### src/rtl/ibsc_pkg.sv
`timescale 1ns / 1ps

package ibsc_pkg;

    // Fixed field widths and fixed-point format
    localparam int SAMPLE_BITS     = 16;
    localparam int FRAC_BITS       = 14;
    localparam int COUNT_BITS      = 16;
    localparam int AXES            = 3;
    localparam int SENSORS         = 3;
    localparam int SLOTS_PER_SENSOR = 12;
    localparam int COEF_SLOTS      = SENSORS * SLOTS_PER_SENSOR;
    localparam int SLOT_W          = 6;
    localparam int GYRO_SENSOR     = 1;

    // Derived datapath widths
    localparam int SUM_W     = SAMPLE_BITS + 1;
    localparam int PROD_W    = SAMPLE_BITS + SUM_W;
    localparam int ACC_W     = PROD_W + 2;
    localparam int QUO_W     = SUM_W;
    localparam int NEWB_W    = SAMPLE_BITS + 3;
    localparam int DIV_CNT_W = $clog2(QUO_W);

    typedef logic signed [SAMPLE_BITS-1:0] t_sample;
    typedef logic signed [SUM_W-1:0]       t_sum;

    localparam t_sample COEF_ONE = t_sample'(1 << FRAC_BITS);
    localparam logic [SLOT_W-1:0] GYRO_BASE = SLOT_W'(GYRO_SENSOR * SLOTS_PER_SENSOR);
    localparam logic [1:0] AXIS_LAST = 2'(AXES - 1);

    localparam logic signed [ACC_W-1:0] SAT_HI = ACC_W'((1 << (SAMPLE_BITS - 1)) - 1);
    localparam logic signed [ACC_W-1:0] SAT_LO = ~SAT_HI;

    // Command codes of an input item
    localparam logic [1:0] CMD_SAMPLE = 2'd0;
    localparam logic [1:0] CMD_START  = 2'd1;
    localparam logic [1:0] CMD_STOP   = 2'd2;
    localparam logic [1:0] CMD_WRITE  = 2'd3;

    // Coefficient write sources
    localparam logic [1:0] WR_COEF = 2'd0;
    localparam logic [1:0] WR_NEG  = 2'd1;
    localparam logic [1:0] WR_BIAS = 2'd2;

    typedef struct packed {
        logic              en;
        logic              est;
        logic              bias;
        logic [1:0]        sens;
        logic [1:0]        row;
        logic [1:0]        col;
        logic [SLOT_W-1:0] addr;
    } t_rd_cmd;

    typedef struct packed {
        logic       load_in;
        logic       clr_run;
        logic       start_est;
        logic       inc_count;
        logic       upd_last;
        logic       wr_en;
        logic [1:0] wr_sel;
        logic [1:0] wr_axis;
        t_rd_cmd    rd;
        logic       div_go;
        logic       load_out;
    } t_dp_cmd;

    typedef struct packed {
        logic [1:0] cmd;
        logic       idx_ok;
        logic       running;
        logic       div_busy;
    } t_dp_status;

    // Saturate a wide signed value to the sample range
    function automatic t_sample sat_sample(input logic signed [ACC_W-1:0] v);
        t_sample res;
        if (v > SAT_HI) begin
            res = SAT_HI[SAMPLE_BITS-1:0];
        end else if (v < SAT_LO) begin
            res = SAT_LO[SAMPLE_BITS-1:0];
        end else begin
            res = v[SAMPLE_BITS-1:0];
        end
        return res;
    endfunction

endpackage

### src/rtl/ibsc_div.sv
`timescale 1ns / 1ps

module ibsc_div (
    input  logic                             i_clk,
    input  logic                             i_rst_n,
    input  logic                             i_start,
    input  logic [ibsc_pkg::QUO_W-1:0]       i_num,
    input  logic [ibsc_pkg::COUNT_BITS-1:0]  i_den,
    output logic                             o_busy,
    output logic [ibsc_pkg::QUO_W-1:0]       o_quo
);
    import ibsc_pkg::*;

    logic                   r_busy;
    logic [DIV_CNT_W-1:0]   r_cnt;
    logic [COUNT_BITS-1:0]  r_rem;
    logic [COUNT_BITS-1:0]  r_den;
    logic [QUO_W-1:0]       r_quo;
    logic [COUNT_BITS:0]    trial;
    logic [COUNT_BITS:0]    diff;
    logic                   ge;

    // One restoring step: shift in the next dividend bit, subtract if it fits
    always_comb begin
        trial = {r_rem, r_quo[QUO_W-1]};
        diff  = trial - {1'b0, r_den};
        ge    = trial >= {1'b0, r_den};
    end

    // Sequence control
    always_ff @(posedge i_clk) begin
        if (!i_rst_n) begin
            r_busy <= 1'b0;
            r_cnt  <= '0;
        end else if (i_start) begin
            r_busy <= 1'b1;
            r_cnt  <= '0;
        end else if (r_busy) begin
            r_cnt <= r_cnt + 1'b1;
            if (r_cnt == DIV_CNT_W'(QUO_W - 1)) begin
                r_busy <= 1'b0;
            end
        end
    end

    // Remainder and quotient registers
    always_ff @(posedge i_clk) begin
        if (i_start) begin
            r_rem <= '0;
            r_den <= i_den;
            r_quo <= i_num;
        end else if (r_busy) begin
            r_rem <= ge ? diff[COUNT_BITS-1:0] : trial[COUNT_BITS-1:0];
            r_quo <= {r_quo[QUO_W-2:0], ge};
        end
    end

    assign o_busy = r_busy;
    assign o_quo  = r_quo;

endmodule

### src/rtl/ibsc_dp.sv
`timescale 1ns / 1ps

module ibsc_dp (
    input  logic                              i_clk,
    input  logic                              i_rst_n,
    input  ibsc_pkg::t_dp_cmd                 i_cmd,
    output ibsc_pkg::t_dp_status              o_status,
    input  logic [1:0]                        i_command,
    input  ibsc_pkg::t_sample                 i_raw [ibsc_pkg::SENSORS][ibsc_pkg::AXES],
    input  logic [ibsc_pkg::SLOT_W-1:0]       i_coef_index,
    input  ibsc_pkg::t_sample                 i_coef_value,
    output ibsc_pkg::t_sample                 o_res [ibsc_pkg::SENSORS][ibsc_pkg::AXES],
    output logic                              o_estimating,
    output logic [ibsc_pkg::COUNT_BITS-1:0]   o_samples_averaged
);
    import ibsc_pkg::*;

    // Latched input item
    logic [1:0]         r_cmd;
    t_sample            r_raw [SENSORS][AXES];
    logic [SLOT_W-1:0]  r_cidx;
    t_sample            r_cval;

    // Estimator state
    logic                   r_running;
    logic [COUNT_BITS-1:0]  r_count;
    t_sample                r_last [AXES];

    // Coefficient store
    t_sample                mem [COEF_SLOTS];
    logic [COEF_SLOTS-1:0]  r_vld;
    logic [SLOT_W-1:0]      wa;
    t_sample                wd;
    t_sample                r_rd_data;
    logic                   r_rd_vld;
    logic                   r_rd_diag;
    t_sample                eff;

    // Stream pipeline
    t_rd_cmd                    r_s1;
    t_rd_cmd                    r_s2;
    t_rd_cmd                    s2_next;
    t_sum                       r_v [AXES];
    logic signed [PROD_W-1:0]   r_prod;
    logic signed [ACC_W-1:0]    r_acc;
    logic signed [ACC_W-1:0]    acc_next;
    t_sample                    r_res [SENSORS][AXES];

    // Bias update
    t_sample                    r_bold [AXES];
    logic [AXES-1:0]            r_qneg;
    t_sum                       dvd [AXES];
    logic [QUO_W-1:0]           mag [AXES];
    logic [QUO_W-1:0]           quo [AXES];
    logic [AXES-1:0]            busy;
    logic signed [NEWB_W-1:0]   qs [AXES];
    logic signed [NEWB_W-1:0]   newb [AXES];
    t_sum                       neg_last;

    // Output register
    t_sample                r_out [SENSORS][AXES];
    logic                   r_out_est;
    logic [COUNT_BITS-1:0]  r_out_cnt;

    // Capture the accepted item
    always_ff @(posedge i_clk) begin
        if (i_cmd.load_in) begin
            r_cmd  <= i_command;
            r_raw  <= i_raw;
            r_cidx <= i_coef_index;
            r_cval <= i_coef_value;
        end
    end

    // Track estimation run state, sample count and latest raw gyro
    always_ff @(posedge i_clk) begin
        if (!i_rst_n) begin
            r_running <= 1'b0;
            r_count   <= '0;
            for (int a = 0; a < AXES; a++) begin
                r_last[a] <= '0;
            end
        end else begin
            if (i_cmd.clr_run) begin
                r_running <= 1'b0;
            end
            if (i_cmd.start_est) begin
                r_running <= 1'b1;
                r_count   <= '0;
            end
            if (i_cmd.inc_count && r_count != '1) begin
                r_count <= r_count + 1'b1;
            end
            if (i_cmd.upd_last) begin
                r_last <= r_raw[GYRO_SENSOR];
            end
        end
    end

    // Select write address and data
    assign neg_last = -(SUM_W'(r_last[i_cmd.wr_axis]));

    always_comb begin
        unique case (i_cmd.wr_sel)
            WR_NEG: begin
                wa = GYRO_BASE + SLOT_W'(i_cmd.wr_axis);
                wd = sat_sample(ACC_W'(neg_last));
            end
            WR_BIAS: begin
                wa = GYRO_BASE + SLOT_W'(i_cmd.wr_axis);
                wd = sat_sample(ACC_W'(newb[i_cmd.wr_axis]));
            end
            default: begin
                wa = r_cidx;
                wd = r_cval;
            end
        endcase
    end

    // Coefficient memory: one write and one registered read per cycle
    always_ff @(posedge i_clk) begin
        if (i_cmd.wr_en) begin
            mem[wa] <= wd;
        end
        if (i_cmd.rd.en) begin
            r_rd_data <= mem[i_cmd.rd.addr];
        end
    end

    // Written flags; an unwritten slot reads as its reset value
    always_ff @(posedge i_clk) begin
        if (!i_rst_n) begin
            r_vld <= '0;
        end else if (i_cmd.wr_en) begin
            r_vld[wa] <= 1'b1;
        end
    end

    always_ff @(posedge i_clk) begin
        if (i_cmd.rd.en) begin
            r_rd_vld  <= r_vld[i_cmd.rd.addr];
            r_rd_diag <= i_cmd.rd.addr[1:0] == 2'b11;
        end
    end

    assign eff = r_rd_vld ? r_rd_data : (r_rd_diag ? COEF_ONE : '0);

    // Forward only matrix steps to the accumulator
    always_comb begin
        s2_next    = r_s1;
        s2_next.en = r_s1.en && !r_s1.bias && !r_s1.est;
    end

    // Pipeline tags
    always_ff @(posedge i_clk) begin
        if (!i_rst_n) begin
            r_s1 <= '0;
            r_s2 <= '0;
        end else begin
            r_s1 <= i_cmd.rd;
            r_s2 <= s2_next;
        end
    end

    // Read stage: add bias, multiply by scale entry, or hold old gyro bias
    always_ff @(posedge i_clk) begin
        if (r_s1.en) begin
            if (r_s1.est) begin
                r_bold[r_s1.col] <= eff;
            end else if (r_s1.bias) begin
                r_v[r_s1.col] <= SUM_W'(r_raw[r_s1.sens][r_s1.col]) + SUM_W'(eff);
            end else begin
                r_prod <= eff * r_v[r_s1.col];
            end
        end
    end

    // Accumulate one row, then floor, saturate and hold the axis result
    assign acc_next = (r_s2.col == 2'd0 ? '0 : r_acc) + ACC_W'(r_prod);

    always_ff @(posedge i_clk) begin
        if (r_s2.en) begin
            r_acc <= acc_next;
            if (r_s2.col == AXIS_LAST) begin
                r_res[r_s2.sens][r_s2.row] <= sat_sample(acc_next >>> FRAC_BITS);
            end
        end
    end

    // Gyro bias update: one divider lane per axis
    for (genvar g = 0; g < AXES; g++) begin : g_lane
        assign dvd[g] = SUM_W'(r_bold[g]) + SUM_W'(r_raw[GYRO_SENSOR][g]);
        assign mag[g] = dvd[g][SUM_W-1] ? QUO_W'(-dvd[g]) : QUO_W'(dvd[g]);

        ibsc_div u_div (
            .i_clk   (i_clk),
            .i_rst_n (i_rst_n),
            .i_start (i_cmd.div_go),
            .i_num   (mag[g]),
            .i_den   (r_count),
            .o_busy  (busy[g]),
            .o_quo   (quo[g])
        );

        assign qs[g]   = r_qneg[g] ? -$signed(NEWB_W'(quo[g])) : $signed(NEWB_W'(quo[g]));
        assign newb[g] = NEWB_W'(r_bold[g]) - qs[g];
    end

    always_ff @(posedge i_clk) begin
        if (i_cmd.div_go) begin
            for (int a = 0; a < AXES; a++) begin
                r_qneg[a] <= dvd[a][SUM_W-1];
            end
        end
    end

    // Output register
    always_ff @(posedge i_clk) begin
        if (i_cmd.load_out) begin
            r_out     <= r_res;
            r_out_est <= r_running;
            r_out_cnt <= r_count;
        end
    end

    assign o_res              = r_out;
    assign o_estimating       = r_out_est;
    assign o_samples_averaged = r_out_cnt;

    assign o_status.cmd      = r_cmd;
    assign o_status.idx_ok   = r_cidx < SLOT_W'(COEF_SLOTS);
    assign o_status.running  = r_running;
    assign o_status.div_busy = |busy;

endmodule

### src/rtl/ibsc_ctrl.sv
`timescale 1ns / 1ps

module ibsc_ctrl (
    input  logic                  i_clk,
    input  logic                  i_rst_n,
    input  logic                  i_in_valid,
    output logic                  o_in_stall,
    output logic                  o_out_valid,
    input  logic                  i_out_stall,
    output ibsc_pkg::t_dp_cmd     o_cmd,
    input  ibsc_pkg::t_dp_status  i_status
);
    import ibsc_pkg::*;

    localparam logic [3:0] S_IDLE     = 4'd0;
    localparam logic [3:0] S_DECODE   = 4'd1;
    localparam logic [3:0] S_START_WR = 4'd2;
    localparam logic [3:0] S_EST_RD   = 4'd3;
    localparam logic [3:0] S_EST_WAIT = 4'd4;
    localparam logic [3:0] S_DIV_GO   = 4'd5;
    localparam logic [3:0] S_DIV      = 4'd6;
    localparam logic [3:0] S_EST_WB   = 4'd7;
    localparam logic [3:0] S_STREAM   = 4'd8;
    localparam logic [3:0] S_DRAIN    = 4'd9;
    localparam logic [3:0] S_PUBLISH  = 4'd10;

    logic [3:0] r_state, n_state;
    logic [1:0] r_axis, n_axis;
    logic [1:0] r_sens, n_sens;
    logic [1:0] r_row, n_row;
    logic [1:0] r_col, n_col;
    logic       r_bias_ph, n_bias_ph;
    logic       r_drain, n_drain;
    logic       r_out_valid, n_out_valid;
    logic       out_free;
    logic [SLOT_W-1:0] stream_addr;

    assign out_free = !r_out_valid || !i_out_stall;

    // Slot address of the current stream step: sensor*12 + bias or matrix offset
    always_comb begin
        stream_addr = SLOT_W'({r_sens, 3'b000}) + SLOT_W'({r_sens, 2'b00});
        if (r_bias_ph) begin
            stream_addr = stream_addr + SLOT_W'(r_col);
        end else begin
            stream_addr = stream_addr + SLOT_W'(AXES) + SLOT_W'({r_row, 1'b0})
                        + SLOT_W'(r_row) + SLOT_W'(r_col);
        end
    end

    // Next state and datapath commands
    always_comb begin
        n_state     = r_state;
        n_axis      = r_axis;
        n_sens      = r_sens;
        n_row       = r_row;
        n_col       = r_col;
        n_bias_ph   = r_bias_ph;
        n_drain     = r_drain;
        n_out_valid = r_out_valid;
        o_cmd       = '0;

        if (r_out_valid && !i_out_stall) begin
            n_out_valid = 1'b0;
        end

        unique case (r_state)
            S_IDLE: begin
                if (i_in_valid) begin
                    o_cmd.load_in = 1'b1;
                    n_state       = S_DECODE;
                end
            end
            S_DECODE: begin
                unique case (i_status.cmd)
                    CMD_STOP: begin
                        o_cmd.clr_run = 1'b1;
                        n_state       = S_IDLE;
                    end
                    CMD_WRITE: begin
                        o_cmd.wr_en  = i_status.idx_ok;
                        o_cmd.wr_sel = WR_COEF;
                        n_state      = S_IDLE;
                    end
                    CMD_START: begin
                        o_cmd.start_est = 1'b1;
                        n_axis          = '0;
                        n_state         = S_START_WR;
                    end
                    default: begin
                        o_cmd.upd_last = 1'b1;
                        if (i_status.running) begin
                            o_cmd.inc_count = 1'b1;
                            n_axis          = '0;
                            n_state         = S_EST_RD;
                        end else begin
                            n_sens    = '0;
                            n_row     = '0;
                            n_col     = '0;
                            n_bias_ph = 1'b1;
                            n_state   = S_STREAM;
                        end
                    end
                endcase
            end
            S_START_WR: begin
                o_cmd.wr_en   = 1'b1;
                o_cmd.wr_sel  = WR_NEG;
                o_cmd.wr_axis = r_axis;
                n_axis        = r_axis + 1'b1;
                if (r_axis == AXIS_LAST) begin
                    n_state = S_IDLE;
                end
            end
            S_EST_RD: begin
                o_cmd.rd.en   = 1'b1;
                o_cmd.rd.est  = 1'b1;
                o_cmd.rd.col  = r_axis;
                o_cmd.rd.addr = GYRO_BASE + SLOT_W'(r_axis);
                n_axis        = r_axis + 1'b1;
                if (r_axis == AXIS_LAST) begin
                    n_state = S_EST_WAIT;
                end
            end
            S_EST_WAIT: begin
                n_state = S_DIV_GO;
            end
            S_DIV_GO: begin
                o_cmd.div_go = 1'b1;
                n_state      = S_DIV;
            end
            S_DIV: begin
                if (!i_status.div_busy) begin
                    n_axis  = '0;
                    n_state = S_EST_WB;
                end
            end
            S_EST_WB: begin
                o_cmd.wr_en   = 1'b1;
                o_cmd.wr_sel  = WR_BIAS;
                o_cmd.wr_axis = r_axis;
                n_axis        = r_axis + 1'b1;
                if (r_axis == AXIS_LAST) begin
                    n_sens    = '0;
                    n_row     = '0;
                    n_col     = '0;
                    n_bias_ph = 1'b1;
                    n_state   = S_STREAM;
                end
            end
            S_STREAM: begin
                o_cmd.rd.en   = 1'b1;
                o_cmd.rd.bias = r_bias_ph;
                o_cmd.rd.sens = r_sens;
                o_cmd.rd.row  = r_row;
                o_cmd.rd.col  = r_col;
                o_cmd.rd.addr = stream_addr;
                // advance column, then bias phase or row, then sensor
                if (r_col == AXIS_LAST) begin
                    n_col = '0;
                    if (r_bias_ph) begin
                        n_bias_ph = 1'b0;
                    end else if (r_row == AXIS_LAST) begin
                        n_row     = '0;
                        n_bias_ph = 1'b1;
                        n_sens    = r_sens + 1'b1;
                        if (r_sens == AXIS_LAST) begin
                            n_drain = 1'b0;
                            n_state = S_DRAIN;
                        end
                    end else begin
                        n_row = r_row + 1'b1;
                    end
                end else begin
                    n_col = r_col + 1'b1;
                end
            end
            S_DRAIN: begin
                n_drain = 1'b1;
                if (r_drain) begin
                    n_state = S_PUBLISH;
                end
            end
            S_PUBLISH: begin
                if (out_free) begin
                    o_cmd.load_out = 1'b1;
                    n_out_valid    = 1'b1;
                    n_state        = S_IDLE;
                end
            end
            default: begin
                n_state = S_IDLE;
            end
        endcase
    end

    // Control registers
    always_ff @(posedge i_clk) begin
        if (!i_rst_n) begin
            r_state     <= S_IDLE;
            r_axis      <= '0;
            r_sens      <= '0;
            r_row       <= '0;
            r_col       <= '0;
            r_bias_ph   <= 1'b0;
            r_drain     <= 1'b0;
            r_out_valid <= 1'b0;
        end else begin
            r_state     <= n_state;
            r_axis      <= n_axis;
            r_sens      <= n_sens;
            r_row       <= n_row;
            r_col       <= n_col;
            r_bias_ph   <= n_bias_ph;
            r_drain     <= n_drain;
            r_out_valid <= n_out_valid;
        end
    end

    assign o_in_stall  = r_state != S_IDLE;
    assign o_out_valid = r_out_valid;

    // Divider completion always leads into bias write-back
    a_div_to_wb: assert property (@(posedge i_clk) disable iff (!i_rst_n)
        (r_state == S_DIV && !i_status.div_busy) |=> (r_state == S_EST_WB))
        else $error("divider finished without bias write-back");

    // A result published into a free output register shows up as valid
    a_publish: assert property (@(posedge i_clk) disable iff (!i_rst_n)
        (r_state == S_PUBLISH && out_free) |=> o_out_valid)
        else $error("published result not presented");

    // Reads stay inside the coefficient store
    a_rd_range: assert property (@(posedge i_clk) disable iff (!i_rst_n)
        o_cmd.rd.en |-> (o_cmd.rd.addr < SLOT_W'(COEF_SLOTS)))
        else $error("coefficient read out of range");

    // Store port is never read and written in the same cycle
    a_port_excl: assert property (@(posedge i_clk) disable iff (!i_rst_n)
        o_cmd.wr_en |-> !o_cmd.rd.en)
        else $error("coefficient store read and write collide");

endmodule

### src/rtl/imu_bias_scale_compensation.sv
`timescale 1ns / 1ps
// IMU bias and scale-matrix compensation.
// Input channel (i_in_valid / o_in_stall) carries one item: a command plus
// nine raw axes and a coefficient slot/value. Command 0 compensates a sample
// and returns one result item on the output channel (o_out_valid /
// i_out_stall); start, stop and coefficient-write commands return nothing.
// One item is worked on at a time. For a sample, 36 coefficient reads go through
// the single store port, one per cycle, with a 2-stage read/multiply-accumulate
// pipe behind it; the next item is taken in the cycle after the result is loaded.
// While gyro bias estimation runs, the three gyro biases first pass through
// three parallel 17-step restoring dividers.
// A finished result sits in the output register; the block takes the next
// item meanwhile and holds a new result until that register is free.
// Reset (synchronous, active low) restores zero biases and identity scale
// matrices at once, stops estimation and clears the sample count.
module imu_bias_scale_compensation (
    input  logic        i_clk,
    input  logic        i_rst_n,
    input  logic        i_in_valid,
    output logic        o_in_stall,
    input  logic [1:0]  i_command,
    input  logic signed [15:0] i_acc_x,
    input  logic signed [15:0] i_acc_y,
    input  logic signed [15:0] i_acc_z,
    input  logic signed [15:0] i_gyro_x,
    input  logic signed [15:0] i_gyro_y,
    input  logic signed [15:0] i_gyro_z,
    input  logic signed [15:0] i_mag_x,
    input  logic signed [15:0] i_mag_y,
    input  logic signed [15:0] i_mag_z,
    input  logic [5:0]  i_coef_index,
    input  logic signed [15:0] i_coef_value,
    output logic        o_out_valid,
    input  logic        i_out_stall,
    output logic signed [15:0] o_acc_x_out,
    output logic signed [15:0] o_acc_y_out,
    output logic signed [15:0] o_acc_z_out,
    output logic signed [15:0] o_gyro_x_out,
    output logic signed [15:0] o_gyro_y_out,
    output logic signed [15:0] o_gyro_z_out,
    output logic signed [15:0] o_mag_x_out,
    output logic signed [15:0] o_mag_y_out,
    output logic signed [15:0] o_mag_z_out,
    output logic        o_estimating,
    output logic [15:0] o_samples_averaged
);
    import ibsc_pkg::*;

    t_dp_cmd    dp_cmd;
    t_dp_status dp_status;
    t_sample    raw_in [SENSORS][AXES];
    t_sample    res [SENSORS][AXES];

    // Gather raw axes by sensor
    always_comb begin
        raw_in[0][0] = i_acc_x;
        raw_in[0][1] = i_acc_y;
        raw_in[0][2] = i_acc_z;
        raw_in[1][0] = i_gyro_x;
        raw_in[1][1] = i_gyro_y;
        raw_in[1][2] = i_gyro_z;
        raw_in[2][0] = i_mag_x;
        raw_in[2][1] = i_mag_y;
        raw_in[2][2] = i_mag_z;
    end

    ibsc_ctrl u_ctrl (
        .i_clk       (i_clk),
        .i_rst_n     (i_rst_n),
        .i_in_valid  (i_in_valid),
        .o_in_stall  (o_in_stall),
        .o_out_valid (o_out_valid),
        .i_out_stall (i_out_stall),
        .o_cmd       (dp_cmd),
        .i_status    (dp_status)
    );

    ibsc_dp u_dp (
        .i_clk              (i_clk),
        .i_rst_n            (i_rst_n),
        .i_cmd              (dp_cmd),
        .o_status           (dp_status),
        .i_command          (i_command),
        .i_raw              (raw_in),
        .i_coef_index       (i_coef_index),
        .i_coef_value       (i_coef_value),
        .o_res              (res),
        .o_estimating       (o_estimating),
        .o_samples_averaged (o_samples_averaged)
    );

    // Spread results to axis ports
    assign o_acc_x_out  = res[0][0];
    assign o_acc_y_out  = res[0][1];
    assign o_acc_z_out  = res[0][2];
    assign o_gyro_x_out = res[1][0];
    assign o_gyro_y_out = res[1][1];
    assign o_gyro_z_out = res[1][2];
    assign o_mag_x_out  = res[2][0];
    assign o_mag_y_out  = res[2][1];
    assign o_mag_z_out  = res[2][2];

endmodule

### config.mk
export PLATFORM = sky130hd
export DESIGN_NAME = imu_bias_scale_compensation
export DESIGN_NICKNAME = d
export VERILOG_FILES = /design/src/rtl/ibsc_pkg.sv /design/src/rtl/ibsc_div.sv /design/src/rtl/ibsc_dp.sv /design/src/rtl/ibsc_ctrl.sv /design/src/rtl/imu_bias_scale_compensation.sv
export SDC_FILE = /design/constraint.sdc
export NUM_CORES = 2
export LEC_CHECK = 0
export ABC_AREA = 1
export BUFFER_PORTS_ARGS = -buffer_cell sky130_fd_sc_hd__buf_2
export CAP_MARGIN = 20
export CELL_PAD_IN_SITES_DETAIL_PLACEMENT = 2
export CELL_PAD_IN_SITES_GLOBAL_PLACEMENT = 2
export CORE_ASPECT_RATIO = 1.2
export CORE_MARGIN = 5
export CORE_UTILIZATION = 39
export CTS_CLUSTER_DIAMETER = 60
export DETAILED_ROUTE_END_ITERATION = 6
export GPL_ROUTABILITY_DRIVEN = 0
export PLACE_DENSITY = 0.76
export REMOVE_ABC_BUFFERS = 1
export SYNTH_ARGS = -nofsm -noshare
export SYNTH_HDL_FRONTEND = slang
export SYNTH_SLANG_ARGS = --single-unit
### constraint.sdc
create_clock -name i_clk -period 24.4 [get_ports i_clk]
set_input_delay 3.66 -clock i_clk [delete_from_list [all_inputs] [get_ports i_clk]]
set_output_delay 3.66 -clock i_clk [all_outputs]
set_load 0.03 [all_outputs]
==> flow_summary.ini <==
[status]
run_status = complete, no violations

[floorplanning]
ioPinCount = 335
die_w_um = 424
num_rows = 182
die-area_um2 = 215000
start_util_pct = 39.2
core_um2 = 205000
fp.dieH_um = 507

[clock_tree]
clk_pin_slew_ps = 60
tritoncts = done
cts_made_buffers = 170
clock_sinks = 1502
cts_setup_buffers = 0
htreeDepth = 4
clkLatencyLatePin_ps = 850
holdBufCountCts = 0
ctsLongestPathBuffers = 3
cts_root_buffer = clkbuf_16
cts_resized = 0

[cells_and_area]
syn_to_final_growth_pct = 13.4
multi_input_area_um2 = 32200
final_cell_mix = 1342 x nand2_1, 1304 x edfxtp_1, 1027 x nor2_1
seq_area_um2 = 43100
fin_nets = 9133
n_fill_cell = 21400
fin_area_um2 = 91000
final_layout_size_suffix_gt1_share_pct = 10.1
layout_commonest_cell = nand2_1

[logic_synthesis]
synth_flop_cell = edfxtp_1
yosysUniqueCellTypes = 66
synthCells = 8000
ys_seq_area_share_pct = 53.8
ys_async_sr_fraction_pct = 0
synth_edf_count = 1304
avgSynthCellArea_um2 = 10.0
ys_seq_elements = 1502
synth_area_um2 = 80200
yosysWarnings = 0

[routing]
wl_per_cell_um = 27.9
ant_nets = 0
vias_per_cell = 5.58
finalWirelength_mm = 312
vias = 62400
drtIter0Drc = 4535
drc = 0
dr.pass1.iters = 5

[hold_path]
min_path_cells = 0
holdCritPathClass = register to register

[place]
preCtsSetupSlack_ps = 16080
placed_area_um2 = 85200
dp_hpwl_mm = 223
numPortBuffers = 334

[global_route]
antenna_found_initial = 28
grt-ovfl-total = 0
grt_max_degree = 155
grt_pass1_vias = 69200
grt_first_pass_wirelength_mm = 459
grtUsageTotal_pct = 28.5

[critical_path]
endpoint_kind = register
worstPathRequired_ps = 24980
arrival_ps = 8880
path_class = register to register
worst_setup_path_start_kind = register
worst-r2r-cell-count = 24
crit_path_max_incr_delay_ps = 840
path_max_fanout = 30
slowest_stage = fa_1
reg2reg_slack_ps = 16100
crit_top_cell = fa_1
crit_chain = buf_4, nor2_4, buf_4, nand2_1, nand3_1, nand2_1, fa_1, inv_1, fa_1, fa_1, fa_1, fa_1, inv_1, fa_1, inv_1, ha_1, nand4_1, nor3_1, nand2_1, o211ai_1, nand3_1, nand2_1, a31oi_1, xor2_1

[timing]
worst_pin_slew_ps = 1230
hold_viol = 0
tns_ps = 0
setup_viol = 0
worst_clock_skew_ps = 43.9
final_max_slew_viol_count = 0
finalWorstSetupSlack_ps = 16100
fmax_mhz = 120
rsz0062_at_grt = false
min_period_ps = 8300
fin_hold_ws_ps = 423
fin_crit_sh_pct = 34.0
relSlewSlack_pct = 17.8

[job]
drv_cap = 0

[pwr]
p_total_mw = 13.3
powerDensity_nw_per_um2 = 146
ir_drop_mv = 0.185
p_leak_nw = 37.2
==> synthesized netlist by cell type (59+ instances only) <==
library cell / instances / area [µm²]
nor3_1: 59 / 295
dfxtp_1: 198 / 3960
fa_1: 288 / 5770
inv_1: 981 / 3680
o211ai_1: 122 / 916
ha_1: 314 / 3930
o21ai_0: 639 / 3200
xor2_1: 176 / 1540
xnor2_1: 69 / 604
nor2_1: 1034 / 3880
nand3_1: 341 / 1710
clkbuf_1: 215 / 807
nand2_1: 1343 / 5040
edfxtp_1: 1304 / 39200
a21oi_1: 330 / 1650
==> worst max-delay path: cells and delay by family, from the launching register on <==
| family | cells | cell delay, ps |
|---|---|---|
| adder cells (fa/ha/maj) | 7 | 3990 |
| AND/OR/NAND/NOR | 9 | 2160 |
| AO/OA/AOI/OAI | 2 | 440 |
| XOR/XNOR | 1 | 150 |
| buffers and inverters | 5 | 930 |
| flip-flops | 1 | 320 |
==> layer usage <==
layer	share of wire [%]	vias to the layer above	global-route usage [%]
met5	0.018	-	0
li1	-	27700	-
met4	6.5	8	15.9
met2	50	1785	50.4
met1	38	32300	33.3
met3	4.9	639	3.82
==> per-stage QoR <==
step | std cells | utilization [%]
floorplan | 7722 | -
global placement | 10900 | 41.6
detailed placement | 10900 | 41.6
CTS | 11200 | 44.4
global route | 11200 | 44.4
finish | 11200 | 44.4
==> kinds of logic after synthesis <==
family	Yosys count	share of synthesized area [%]
AND/OR/NAND/NOR	2957	15.2
multiplexers	1	0.0140
buffers and inverters	1299	6.23
flip-flops	1502	53.8
XOR/XNOR	245	2.68
adder cells (fa/ha/maj)	602	12.1
AO/OA/AOI/OAI	1394	10.0
==> layout make-up <==
class | count | share of cell area, %
Multi-Input combinational cell | 5199 | 35.4
Clock inverter | 108 | 1.31
Antenna cell | 13 | 0.0358
Tap cell | 2668 | 3.67
Clock buffer | 206 | 4.96
Sequential cell | 1502 | 47.4
Timing Repair Buffer | 465 | 3.01
Inverter | 1021 | 4.23
==> final timing paths <==
check,start,endpoint
setup / recovery,u_dp.r_s1[7],u_dp.r_prod[30]
hold / removal,u_dp.r_res[124],u_dp.o_res[124]
setup reg to reg,u_dp.r_s1[7],u_dp.r_prod[30]
hold reg to reg,u_dp.r_res[124],u_dp.o_res[124]
==> report_power, final <==
part	switching [mW]	internal, mW
Sequential	0.180	3.45
Combinational	4.65	2.33
Clock	1.15	1.52
==> flip-flops by register name (all words and copies together), names as in the netlist, 33 cells and up <==
signal	flops
u_dp.mem	576
u_dp.o_res	144
u_dp.r_raw	144
u_dp.r_res	144
u_dp.g_lane.u_div.o_quo	51
u_dp.r_v	51
u_dp.g_lane.u_div.r_rem	48
u_dp.r_bold	48
u_dp.r_last	48
u_dp.r_vld	36
u_dp.r_acc	35
u_dp.r_prod	33
Note: power is estimated with default switching activity, not from simulation.
